==> src/etcp_pkg.sv <==
// ----------------------------------------------------------------------------
// etcp_pkg
// Shared types and constants for the EEPROM transfer chunk planner.
// ----------------------------------------------------------------------------
package etcp_pkg;

    // Request kinds
    localparam logic [1:0] OP_OPEN  = 2'd0;
    localparam logic [1:0] OP_CLOSE = 2'd1;
    localparam logic [1:0] OP_READ  = 2'd2;
    localparam logic [1:0] OP_WRITE = 2'd3;

    // Result status codes
    localparam logic [1:0] ST_OK        = 2'd0;
    localparam logic [1:0] ST_NOT_OPEN  = 2'd1;
    localparam logic [1:0] ST_CAPACITY  = 2'd2;
    localparam logic [1:0] ST_NO_DEVICE = 2'd3;

    // Configuration register indexes
    localparam int unsigned CFG_IDX_BITS = 3;
    localparam int unsigned CFG_DATA_BITS = 21;
    localparam logic [CFG_IDX_BITS-1:0] REG_BASE_ADDR  = 3'd0;
    localparam logic [CFG_IDX_BITS-1:0] REG_WA_BYTES   = 3'd1;
    localparam logic [CFG_IDX_BITS-1:0] REG_BANK_BITS  = 3'd2;
    localparam logic [CFG_IDX_BITS-1:0] REG_PAGE_LOG2  = 3'd3;
    localparam logic [CFG_IDX_BITS-1:0] REG_CAPACITY   = 3'd4;

    // Configuration reset values
    localparam logic [7:0]  RST_BASE_ADDR = 8'd160;
    localparam logic [1:0]  RST_WA_BYTES  = 2'd2;
    localparam logic [1:0]  RST_BANK_BITS = 2'd0;
    localparam logic [3:0]  RST_PAGE_LOG2 = 4'd6;
    localparam logic [20:0] RST_CAPACITY  = 21'd65536;

    typedef struct packed {
        logic [7:0]  base_addr;
        logic [1:0]  wa_bytes;
        logic [1:0]  bank_bits;
        logic [3:0]  page_log2;
        logic [20:0] capacity;
    } t_cfg;

    // One chunk as worked out by the chunk unit
    typedef struct packed {
        logic [7:0]  slave_address;
        logic [15:0] word_address;
        logic [7:0]  length;
        logic        last;
    } t_chunk;

    // One result transaction
    typedef struct packed {
        logic [1:0]  status;
        logic [7:0]  slave_address;
        logic [15:0] word_address;
        logic [7:0]  chunk_length;
        logic        is_write;
        logic        last;
    } t_result;

endpackage

==> src/etcp_req_if.sv <==
// ----------------------------------------------------------------------------
// etcp_req_if
// Request channel: valid/ready handshake with op, length and probe ack.
// ----------------------------------------------------------------------------
interface etcp_req_if;
    logic       valid;
    logic       ready;
    logic [1:0] op;
    logic [7:0] length;
    logic       device_ack;

    modport source (output valid, output op, output length, output device_ack,
                    input ready);
    modport sink   (input valid, input op, input length, input device_ack,
                    output ready);
endinterface

==> src/etcp_res_if.sv <==
// ----------------------------------------------------------------------------
// etcp_res_if
// Result channel: valid/ready handshake with one planned chunk or status.
// ----------------------------------------------------------------------------
interface etcp_res_if;
    logic        valid;
    logic        ready;
    logic [1:0]  status;
    logic [7:0]  slave_address;
    logic [15:0] word_address;
    logic [7:0]  chunk_length;
    logic        is_write;
    logic        last;

    modport source (output valid, output status, output slave_address,
                    output word_address, output chunk_length, output is_write,
                    output last, input ready);
    modport sink   (input valid, input status, input slave_address,
                    input word_address, input chunk_length, input is_write,
                    input last, output ready);
endinterface

==> src/eeprom_transfer_chunk_planner.sv <==
// ----------------------------------------------------------------------------
// eeprom_transfer_chunk_planner
// Splits EEPROM read/write requests into bank- and page-bounded bus chunks.
// ----------------------------------------------------------------------------
// Flow: a request is accepted in IDLE; a status result (open, close,
//   refusal, empty transfer) is loaded into the output register from
//   S_CHECK, and the chunks of a transfer from S_CHUNK, which follows S_CHECK,
//   one chunk per cycle while the output register is free. A transfer has at
//   most 33 chunks (N <= 33), all worked out by the single chunk unit.
// Reset: synchronous, active low; closes the device, clears the cursor and
//   output valid, and loads the configuration registers with their defaults.
// ----------------------------------------------------------------------------
module eeprom_transfer_chunk_planner #(
    parameter int MAX_REQUEST_BYTES = 255,
    parameter int CURSOR_BITS       = 20
) (
    input  logic                               i_clk,
    input  logic                               i_rst_n,
    etcp_req_if.sink                           i_req,
    etcp_res_if.source                         o_res,
    input  logic                               i_cfg_we,
    input  logic [etcp_pkg::CFG_IDX_BITS-1:0]  i_cfg_index,
    input  logic [etcp_pkg::CFG_DATA_BITS-1:0] i_cfg_data
);
    import etcp_pkg::*;

    // wide enough for cursor + length and for the 21-bit capacity
    localparam int AW = (CURSOR_BITS + 2 > 22) ? CURSOR_BITS + 2 : 22;

    typedef enum logic [1:0] {
        S_IDLE,
        S_CHECK,
        S_CHUNK
    } t_state;

    t_state               r_state, n_state;
    logic [1:0]           r_op, n_op;
    logic [7:0]           r_len, n_len;
    logic                 r_ack, n_ack;
    logic [CURSOR_BITS:0] r_cursor, n_cursor;
    logic                 r_open, n_open;
    logic [CURSOR_BITS:0] r_addr, n_addr;
    logic [7:0]           r_left, n_left;
    logic                 r_out_valid, n_out_valid;
    t_result              r_out, n_out;
    t_cfg                 r_cfg, n_cfg;

    t_chunk               chunk;
    logic                 slot_free;
    logic                 req_accept;
    logic [AW-1:0]        sum;
    logic [AW-1:0]        cap;
    logic [AW-1:0]        lim;
    logic                 too_long;

    // shared chunk arithmetic, reused once per emitted chunk
    etcp_chunk_unit #(
        .CURSOR_BITS (CURSOR_BITS)
    ) u_chunk (
        .i_cfg      (r_cfg),
        .i_addr     (r_addr),
        .i_left     (r_left),
        .i_is_write (r_op == OP_WRITE),
        .o_chunk    (chunk)
    );

    assign i_req.ready = (r_state == S_IDLE);
    assign req_accept  = i_req.valid && (r_state == S_IDLE);
    // output register is free when empty or being drained this cycle
    assign slot_free   = !r_out_valid || o_res.ready;

    assign o_res.valid         = r_out_valid;
    assign o_res.status        = r_out.status;
    assign o_res.slave_address = r_out.slave_address;
    assign o_res.word_address  = r_out.word_address;
    assign o_res.chunk_length  = r_out.chunk_length;
    assign o_res.is_write      = r_out.is_write;
    assign o_res.last          = r_out.last;

    // capacity check: cursor + length against min(capacity, 2^CURSOR_BITS)
    always_comb begin
        sum = AW'(r_cursor) + AW'(r_len);
        lim = AW'(1) << CURSOR_BITS;
        cap = (AW'(r_cfg.capacity) < lim) ? AW'(r_cfg.capacity) : lim;
        too_long = (r_len > 8'(MAX_REQUEST_BYTES));
    end

    always_comb begin
        n_state     = r_state;
        n_op        = r_op;
        n_len       = r_len;
        n_ack       = r_ack;
        n_cursor    = r_cursor;
        n_open      = r_open;
        n_addr      = r_addr;
        n_left      = r_left;
        n_out       = r_out;
        n_out_valid = r_out_valid && !o_res.ready;
        n_cfg       = r_cfg;

        // apply a configuration write in any state
        if (i_cfg_we) begin
            case (i_cfg_index)
                REG_BASE_ADDR: n_cfg.base_addr = i_cfg_data[7:0];
                REG_WA_BYTES:  n_cfg.wa_bytes  = i_cfg_data[1:0];
                REG_BANK_BITS: n_cfg.bank_bits = i_cfg_data[1:0];
                REG_PAGE_LOG2: n_cfg.page_log2 = i_cfg_data[3:0];
                REG_CAPACITY:  n_cfg.capacity  = i_cfg_data[20:0];
                default: ;
            endcase
        end

        case (r_state)
            S_IDLE: begin
                // latch the request transaction
                if (req_accept) begin
                    n_op    = i_req.op;
                    n_len   = i_req.length;
                    n_ack   = i_req.device_ack;
                    n_state = S_CHECK;
                end
            end

            S_CHECK: begin
                if (slot_free) begin
                    // non-transfer result template
                    n_out.status        = ST_OK;
                    n_out.slave_address = 8'd0;
                    n_out.word_address  = 16'd0;
                    n_out.chunk_length  = 8'd0;
                    n_out.is_write      = 1'b0;
                    n_out.last          = 1'b1;
                    n_out_valid         = 1'b1;
                    n_state             = S_IDLE;
                    case (r_op)
                        OP_OPEN: begin
                            if (r_ack) begin
                                n_cursor = '0;
                                n_open   = 1'b1;
                            end else begin
                                n_out.status = ST_NO_DEVICE;
                            end
                        end
                        OP_CLOSE: begin
                            n_open = 1'b0;
                        end
                        default: begin
                            if (!r_open) begin
                                n_out.status = ST_NOT_OPEN;
                            end else if (too_long || (sum > cap)) begin
                                n_out.status = ST_CAPACITY;
                            end else if (r_len != 8'd0) begin
                                // start chunking; nothing emitted this cycle
                                n_out_valid = r_out_valid && !o_res.ready;
                                n_out       = r_out;
                                n_addr      = r_cursor;
                                n_left      = r_len;
                                n_state     = S_CHUNK;
                            end
                        end
                    endcase
                end
            end

            S_CHUNK: begin
                // emit one chunk per free output slot, advance address
                if (slot_free) begin
                    n_out.status        = ST_OK;
                    n_out.slave_address = chunk.slave_address;
                    n_out.word_address  = chunk.word_address;
                    n_out.chunk_length  = chunk.length;
                    n_out.is_write      = (r_op == OP_WRITE);
                    n_out.last          = chunk.last;
                    n_out_valid         = 1'b1;
                    n_addr = r_addr + (CURSOR_BITS + 1)'(chunk.length);
                    n_left = r_left - chunk.length;
                    if (chunk.last) begin
                        n_cursor = r_addr + (CURSOR_BITS + 1)'(chunk.length);
                        n_state  = S_IDLE;
                    end
                end
            end

            default: begin
                n_state = S_IDLE;
            end
        endcase
    end

    always_ff @(posedge i_clk) begin
        if (!i_rst_n) begin
            r_state         <= S_IDLE;
            r_cursor        <= '0;
            r_open          <= 1'b0;
            r_out_valid     <= 1'b0;
            r_cfg.base_addr <= RST_BASE_ADDR;
            r_cfg.wa_bytes  <= RST_WA_BYTES;
            r_cfg.bank_bits <= RST_BANK_BITS;
            r_cfg.page_log2 <= RST_PAGE_LOG2;
            r_cfg.capacity  <= RST_CAPACITY;
        end else begin
            r_state     <= n_state;
            r_cursor    <= n_cursor;
            r_open      <= n_open;
            r_out_valid <= n_out_valid;
            r_cfg       <= n_cfg;
        end
        // payload holds no reset
        r_op   <= n_op;
        r_len  <= n_len;
        r_ack  <= n_ack;
        r_addr <= n_addr;
        r_left <= n_left;
        r_out  <= n_out;
    end

endmodule

==> src/etcp_chunk_unit.sv <==
// ----------------------------------------------------------------------------
// etcp_chunk_unit
// Shared chunk arithmetic: bank/page room, chunk length, addresses.
// ----------------------------------------------------------------------------
module etcp_chunk_unit #(
    parameter int CURSOR_BITS = 20
) (
    input  etcp_pkg::t_cfg       i_cfg,
    input  logic [CURSOR_BITS:0] i_addr,
    input  logic [7:0]           i_left,
    input  logic                 i_is_write,
    output etcp_pkg::t_chunk     o_chunk
);
    import etcp_pkg::*;

    logic [31:0] addr_ext;
    logic        two_byte;
    logic [3:0]  pl;
    logic [8:0]  page;
    logic [7:0]  page_mask;
    logic [8:0]  page_room;
    logic [16:0] room;
    logic [2:0]  bank_mask;
    logic [2:0]  bank;
    logic [7:0]  n;

    always_comb begin
        addr_ext = 32'(i_addr);
        two_byte = i_cfg.wa_bytes[1];

        // clamp page size to 8..256 bytes
        if (i_cfg.page_log2 < 4'd3) begin
            pl = 4'd3;
        end else if (i_cfg.page_log2 > 4'd8) begin
            pl = 4'd8;
        end else begin
            pl = i_cfg.page_log2;
        end
        page      = 9'd1 << pl;
        page_mask = 8'(page - 9'd1);
        page_room = page - {1'b0, addr_ext[7:0] & page_mask};

        if (two_byte) begin
            room = 17'h10000 - {1'b0, addr_ext[15:0]};
            o_chunk.word_address = addr_ext[15:0];
            bank = addr_ext[18:16];
        end else begin
            room = 17'd256 - {9'd0, addr_ext[7:0]};
            o_chunk.word_address = {8'd0, addr_ext[7:0]};
            bank = addr_ext[10:8];
        end

        if (i_is_write && ({8'd0, page_room} < room)) begin
            room = {8'd0, page_room};
        end

        if ({9'd0, i_left} < room) begin
            n = i_left;
        end else begin
            n = room[7:0];
        end

        bank_mask = 3'((4'd1 << i_cfg.bank_bits) - 4'd1);
        o_chunk.slave_address = i_cfg.base_addr | {4'd0, bank & bank_mask, 1'b0};
        o_chunk.length = n;
        o_chunk.last   = (n == i_left);
    end

endmodule

==> src/flat_wrapper.sv <==
// flat-port wrapper written by rule: the top's interface ports become plain ports
module eeprom_transfer_chunk_planner_flat import etcp_pkg::*;
#(
    parameter int MAX_REQUEST_BYTES = 255,
    parameter int CURSOR_BITS       = 20
)
  (i_clk, i_rst_n, i_cfg_we, i_cfg_index, i_cfg_data, i_req_valid, i_req_op, i_req_length, i_req_device_ack, i_req_ready, o_res_valid, o_res_status, o_res_slave_address, o_res_word_address, o_res_chunk_length, o_res_is_write, o_res_last, o_res_ready);
  etcp_req_if i_req_i ();
  etcp_res_if o_res_i ();
  input  logic i_clk;
  input  logic i_rst_n;
  input  logic i_cfg_we;
  input  logic [etcp_pkg::CFG_IDX_BITS-1:0] i_cfg_index;
  input  logic [etcp_pkg::CFG_DATA_BITS-1:0] i_cfg_data;
  input wire logic [$bits(i_req_i.valid)-1:0] i_req_valid;
  input wire logic [$bits(i_req_i.op)-1:0] i_req_op;
  input wire logic [$bits(i_req_i.length)-1:0] i_req_length;
  input wire logic [$bits(i_req_i.device_ack)-1:0] i_req_device_ack;
  output wire logic [$bits(i_req_i.ready)-1:0] i_req_ready;
  output wire logic [$bits(o_res_i.valid)-1:0] o_res_valid;
  output wire logic [$bits(o_res_i.status)-1:0] o_res_status;
  output wire logic [$bits(o_res_i.slave_address)-1:0] o_res_slave_address;
  output wire logic [$bits(o_res_i.word_address)-1:0] o_res_word_address;
  output wire logic [$bits(o_res_i.chunk_length)-1:0] o_res_chunk_length;
  output wire logic [$bits(o_res_i.is_write)-1:0] o_res_is_write;
  output wire logic [$bits(o_res_i.last)-1:0] o_res_last;
  input wire logic [$bits(o_res_i.ready)-1:0] o_res_ready;
  assign i_req_i.valid = i_req_valid;
  assign i_req_i.op = i_req_op;
  assign i_req_i.length = i_req_length;
  assign i_req_i.device_ack = i_req_device_ack;
  assign i_req_ready = i_req_i.ready;
  assign o_res_valid = o_res_i.valid;
  assign o_res_status = o_res_i.status;
  assign o_res_slave_address = o_res_i.slave_address;
  assign o_res_word_address = o_res_i.word_address;
  assign o_res_chunk_length = o_res_i.chunk_length;
  assign o_res_is_write = o_res_i.is_write;
  assign o_res_last = o_res_i.last;
  assign o_res_i.ready = o_res_ready;
  eeprom_transfer_chunk_planner #(.MAX_REQUEST_BYTES(MAX_REQUEST_BYTES), .CURSOR_BITS(CURSOR_BITS)) u_core (.i_clk(i_clk), .i_rst_n(i_rst_n), .i_req(i_req_i), .o_res(o_res_i), .i_cfg_we(i_cfg_we), .i_cfg_index(i_cfg_index), .i_cfg_data(i_cfg_data));
endmodule
==> config.mk <==
export PLATFORM = sky130hd
export DESIGN_NAME = eeprom_transfer_chunk_planner_flat
export DESIGN_NICKNAME = d
export VERILOG_FILES = /design/src/etcp_pkg.sv /design/src/etcp_req_if.sv /design/src/etcp_res_if.sv /design/src/eeprom_transfer_chunk_planner.sv /design/src/etcp_chunk_unit.sv /design/src/flat_wrapper.sv
export SDC_FILE = /design/constraint.sdc
export NUM_CORES = 1
export LEC_CHECK = 0
export ABC_AREA = 0
export BUFFER_PORTS_ARGS = -buffer_cell sky130_fd_sc_hd__buf_2
export CAP_MARGIN = 40
export CORE_ASPECT_RATIO = 1.2
export CORE_MARGIN = 3
export CORE_UTILIZATION = 30
export DETAILED_ROUTE_END_ITERATION = 12
export REMOVE_ABC_BUFFERS = 1
export SYNTH_ARGS = -nofsm -noshare
export SYNTH_HDL_FRONTEND = slang
export SYNTH_SLANG_ARGS = --single-unit
export TNS_END_PERCENT = 10
==> constraint.sdc <==
create_clock -name i_clk -period 7.8 [get_ports i_clk]
set_clock_uncertainty 0.15 [all_clocks]
set_input_delay 1.56 -clock i_clk [delete_from_list [all_inputs] [get_ports i_clk]]
set_output_delay 1.56 -clock i_clk [all_outputs]
set_load 0.005 [all_outputs]
# == After elaboration in Yosys (flattened, before gate mapping) ==
# Index checks and enable logic that the tools add are counted.
# op_classes
n_bitwise,3
n_div,0
n_mux,57
n_mul,0
n_reduce_logical,26
add_sub_neg,8
shifts,2
n_eq_ne,22
order_cmp,7
# ops
op,count
$mux W21,12
$mux W36,3
$mux W34,3
$pmux W21 S2,2
$pmux W36 S2,1
$mux W8,7
$mux W17,2
$add A21 B8 Y22,1
$gt A22 B22 Y1,1
$mux W2,11
$add A21 B8 Y21,1
$lt A21 B21 Y1 const B,1
$ne A2 B1 Y1 const B,9
$lt A8 B17 Y1,1
$lt A9 B17 Y1,1
$sub A17 B16 Y17 const A,1
$mux W16,1
$pmux W8 S2,1
$reduce_and A4 Y1,4
$reduce_and A2 Y1,6
$sub A9 B8 Y10 const A,1
$shl A1 B4 Y9 const A,1
$sub A9 B8 Y9,1
$and A8 B8 Y8,1
other kinds (34),52
# word_totals
inputBits,40
mem_bits_ro,0
latchBits,0
output_inout_bits,38
ram_bits,0
memories,0
elab_cells,145
reg_bits,138

# == Logic depth before layout (Yosys ltp) ==
# depth
ltp_word,16
mapped_depth,42
mapped_depth_nobuf,40

# == By module ==
# Synthesis repeated with hierarchy kept, for this count alone.
# unflattened
cells_unflattened,963
area_unflattened_um2,8984.9
# by_module_without_submodules
mod,seq_area_each_um2,instances,area_per_inst_um2,cells_per_inst
eeprom_transfer_chunk_planner,3523.4,1,7303.3,729
etcp_chunk_unit,0.0,1,1681.6,234

# == Least setup slack after synthesis ==
# Ideal clock, no wire load.
# synth_timing
kind,register to register
start,reg u_core.r_cfg[24] (netlist name)
end,"reg u_core.r_addr[16], data pin"
stages_incl_launch_ff,41
setup_time_ps,270
setup_slack_ps,38
n_path_buf,3
arrival_time_ps,7342
required_time_ps,7380
cell_sequence,dfxtp_1 clkbuf_1 clkbuf_1 o21ai_0 ha_1 nand2_1 o31ai_1 nand2_1 mux2_2 nor2_1 a221o_1 ha_1 o21ai_0 a21oi_1 o22ai_1 o211ai_1 a31oi_4 mux2_2 [... 5 more ...] o21bai_1 a31oi_1 nor2_2 buf_2 o21ai_1 ha_1 inv_1 fa_1 nor2b_1 o21ai_0 a21boi_0 o21ai_0 nand2b_1 a21o_1 a21oi_1 nor3b_1 xnor2_1 a21oi_1
# synth_rtl
item,line_no,rtl
start: declaration,eeprom_transfer_chunk_planner.sv:46,"t_cfg r_cfg, n_cfg;"
start signal: assignment,eeprom_transfer_chunk_planner.sv:206,r_cfg <= n_cfg;
end signal: assignment,eeprom_transfer_chunk_planner.sv:212,r_addr <= n_addr;
end: declaration,eeprom_transfer_chunk_planner.sv:42,"logic [CURSOR_BITS:0] r_addr, n_addr;"

==> flow_summary_export.csv <==
group,metric,value,unit
route,via_per_inst,4.73,
global_route,grt_pass1_vias,6446,
global_route,grt_max_degree,49,
synthesis,synth_cells,867,
route,drtIter0Drc,338,
setup_path,endpoint_kind,"flip-flop",
final_layout,final_common_cell,"nand2_1",
timing,fin_crit,7290,ps
synthesis,synth_edf_count,76,
die,start_util,30.7,%
synthesis,synthesis.area,8390,sq um
route,first_pass_iters,5,
setup_path,worstSetupPathType,"reg2reg",
setup_path,slowest_delay,520,ps
cts,clockBufferDepth,2,
timing,final_hold_viol_count,0,
cts,cts_buffers,17,
setup_path,critPathCapture,"u_core.r_addr[20]$_DFFE_PP_",
place,io_buffer_count,77,
pwr,power-per-cell-area,184,nW/um^2
cts,cts_tree,"built",
final_layout,n_fill_cell,2757,
route,wl_per_cell,15.5,um
hold_path,hold_path.class,"reg2reg",
setup_path,worstRegToRegCells,35,
timing,clock.fmax,137,MHz
final_layout,final_layout_size_suffix_gt1_share,19.3,%
run,drv_cap,0,
setup_path,startpoint,"u_core.r_addr[0]$_DFFE_PP_",
route,drcViolationCount,0,
global_route,grt-ovfl-total,0,
route,wirelength,20.8,mm
pwr,p_leak,0.00411,uW
setup_path,crit_path_frequent_cell,"ha_1",
synthesis,syn_avg_cell_area,9.67,sq um
cts,cts_num_sinks,137,
setup_path,cp_slowest_cell,"or4b_4",
setup_path,r2r-start,"u_core.r_addr[0]$_DFFE_PP_",
route,vias,6360,
global_route,grt_pass1_wl,33.6,mm
die,die_area,30000,sq um
place,dp_hpwl,15.6,mm
cts,cts_root_buffer,"clkbuf_16",
cts,clk_pin_slew,60,ps
timing,fin_crit_sh,93.5,%
run_status,outcome,"finished, final reports clean",
global_route,antenna_found_initial,0,
setup_path,crit_path_start_kind,"flip-flop",
die,die_h,189,um
die,rows,66,
setup_path,crit_arrival,7310,ps
setup_path,rrSetupSlack,510,ps
cts,clock_latency,430,ps
timing,finalSetupViolations,0,
synthesis,netlist-cell-type-count,66,
setup_path,r2r_end,"u_core.r_addr[20]$_DFFE_PP_",
synthesis,yosys_warnings,0,
pwr,vdd_ir_drop_max,0.000146,V
timing,tightest_slew,797,ps
setup_path,crit_path_max_fanout,12,
final_layout,nets,1070,
die,io-pin-count,78,
synthesis,synthArstFlopShare,0,%
final_layout,final_cells,1344,
timing,slew_viol_final,0,
route,ant_nets,0,
synthesis,synthFlopType,"edfxtp_1",
timing,hold_slack,312,ps
cts,htreeDepth,4,
global_route,grt_use_total,14.3,%
die,die_x,159,um
place,place_congestion,0.926,
synthesis,synth.yosys.seq_area_share,41.8,%
timing,slew_headroom,46.9,%
setup_path,critPathRequiredTime,7820,ps
synthesis,ys_ff_latch,137,
final_layout,area_growth_syn_to_layout,19.6,%
place,dp_cells,1304,
die,coreArea,27300,sq um
final_layout,layout_common_cells,"125 x nand2_1, 77 x buf_2, 76 x edfxtp_1",
final_layout,antenna_cells,0,
[final cells by class]
type                            count  area [sq um]  area share, %
Clock buffer                       17           425           4.24
Inverter                           39           146           1.46
Timing Repair Buffer              108           678           6.76
Multi-Input combinational cell    654          4650           46.4
Tap cell                          374           468           4.67
Sequential cell                   137          3500           34.9
Clock inverter                     15           159           1.58
[synthesized netlist by cell type, types with 7 or more instances]
master	instances	area (sq um)
a22o_1	8	70.1
o21a_1	9	67.6
edfxtp_1	76	2280
xnor2_1	39	342
nand2b_1	10	62.6
a21oi_1	43	215
ha_1	70	876
nor2b_1	27	169
o21ai_1	7	35.0
clkbuf_1	32	120
nor3_1	9	45.0
a21boi_0	29	218
nand3_1	18	90.1
nand2_1	125	469
o21ai_0	20	100
mux2_2	19	214
and2_1	19	119
nor2_1	53	199
o2bb2ai_1	13	114
dfxtp_1	61	1220
xor2_1	14	123
a21o_1	20	150
mux2i_1	15	150
inv_1	39	146
and3_1	13	81.3
[cell families after synthesis]
family / share of synthesized area [%]
simple gates: 17.8
flops: 41.8
other cells: 0.0895
fa+ha+maj: 11.2
compound gates: 15.0
buf+inv: 3.60
xor+xnor: 5.73
mux: 4.88
[registers in the layout (all words and copies together), names as in the netlist]
register and cells:
u_core.o_res.word_address 16, u_core.r_cfg 36, u_core.r_open 1, u_core.o_res.slave_address 8, u_core.r_len 8, u_core.o_res.last 1
u_core.r_addr 21, u_core.r_op 2, u_core.r_ack 1, u_core.o_res.status 2, u_core.o_res.is_write 1, u_core.o_res.valid 1
u_core.r_left 8, u_core.r_state 2, u_core.r_cursor 21, u_core.o_res.chunk_length 8
[worst min path at each step]
stage,slack [ps],cells past startpoint,startpoint,to
after detailed placement,300,2,u_core.r_cfg[34]$_SDFFE_PN1P_,u_core.r_cfg[34]$_SDFFE_PN1P_
final,310,2,u_core.r_cfg[34]$_SDFFE_PN1P_,u_core.r_cfg[34]$_SDFFE_PN1P_
after global routing,330,2,u_core.r_cfg[19]$_SDFFE_PN0P_,u_core.r_cfg[19]$_SDFFE_PN0P_
after floorplan,280,2,u_core.r_cfg[34]$_SDFFE_PN1P_,u_core.r_cfg[34]$_SDFFE_PN1P_
after global placement,290,2,u_core.r_cfg[36]$_SDFFE_PN1P_,u_core.r_cfg[36]$_SDFFE_PN1P_
after CTS,310,2,u_core.r_cfg[34]$_SDFFE_PN1P_,u_core.r_cfg[34]$_SDFFE_PN1P_
[power breakdown]
| part | internal (uW) | switching [uW] |
|---|---|---|
| logic | 93.4 | 126 |
| registers | 800 | 16.9 |
| clock network | 453 | 355 |
[layer usage]
metal | routed length [um] | part of all wire, % | global-route usage, % | vias to the layer above
li1 | - | - | - | 3247
met1 | 9680 | 47 | 18.4 | 2960
met2 | 9950 | 48 | 23.7 | 123
met3 | 698 | 3.4 | 2.45 | 30
met4 | 476 | 2.3 | 5.63 | 0
met5 | 0 | 0 | 0 | -
[worst max-delay path: cells and delay by family, from the launching register on]
family / cells / cell delay (ps)
xor+xnor: 2 / 340
mux: 1 / 350
compound gates: 15 / 2260
buf+inv: 4 / 430
fa+ha+maj: 5 / 1230
simple gates: 8 / 1770
flops: 1 / 490
[repair_timing]
| item | CTS | global route |
|---|---|---|
| hold buffers | 0 | 0 |
| setup buffers | 0 | 8 |
| endpoints found under the setup margin | 0 | 30 |
| resized for setup | 0 | 12 |
[through the flow]
step | area [sq um] | setup TNS, ps | total power, uW | util, % | setup WS [ps]
2_1_floorplan | 8240 | 0 | 955 | - | 317
3_3_place_gp | 9240 | 0 | 1040 | 33.8 | 222
3_5_place_dp | 9330 | 0 | 1050 | 34.1 | 55.9
4_1_cts | 9920 | 0 | 1860 | 36.3 | 39.4
5_1_grt | 10000 | -5.57 | 1920 | 36.7 | -3.61
6_report | 10000 | 0 | 1840 | 36.7 | 508
(Power assumes the default switching activity.)
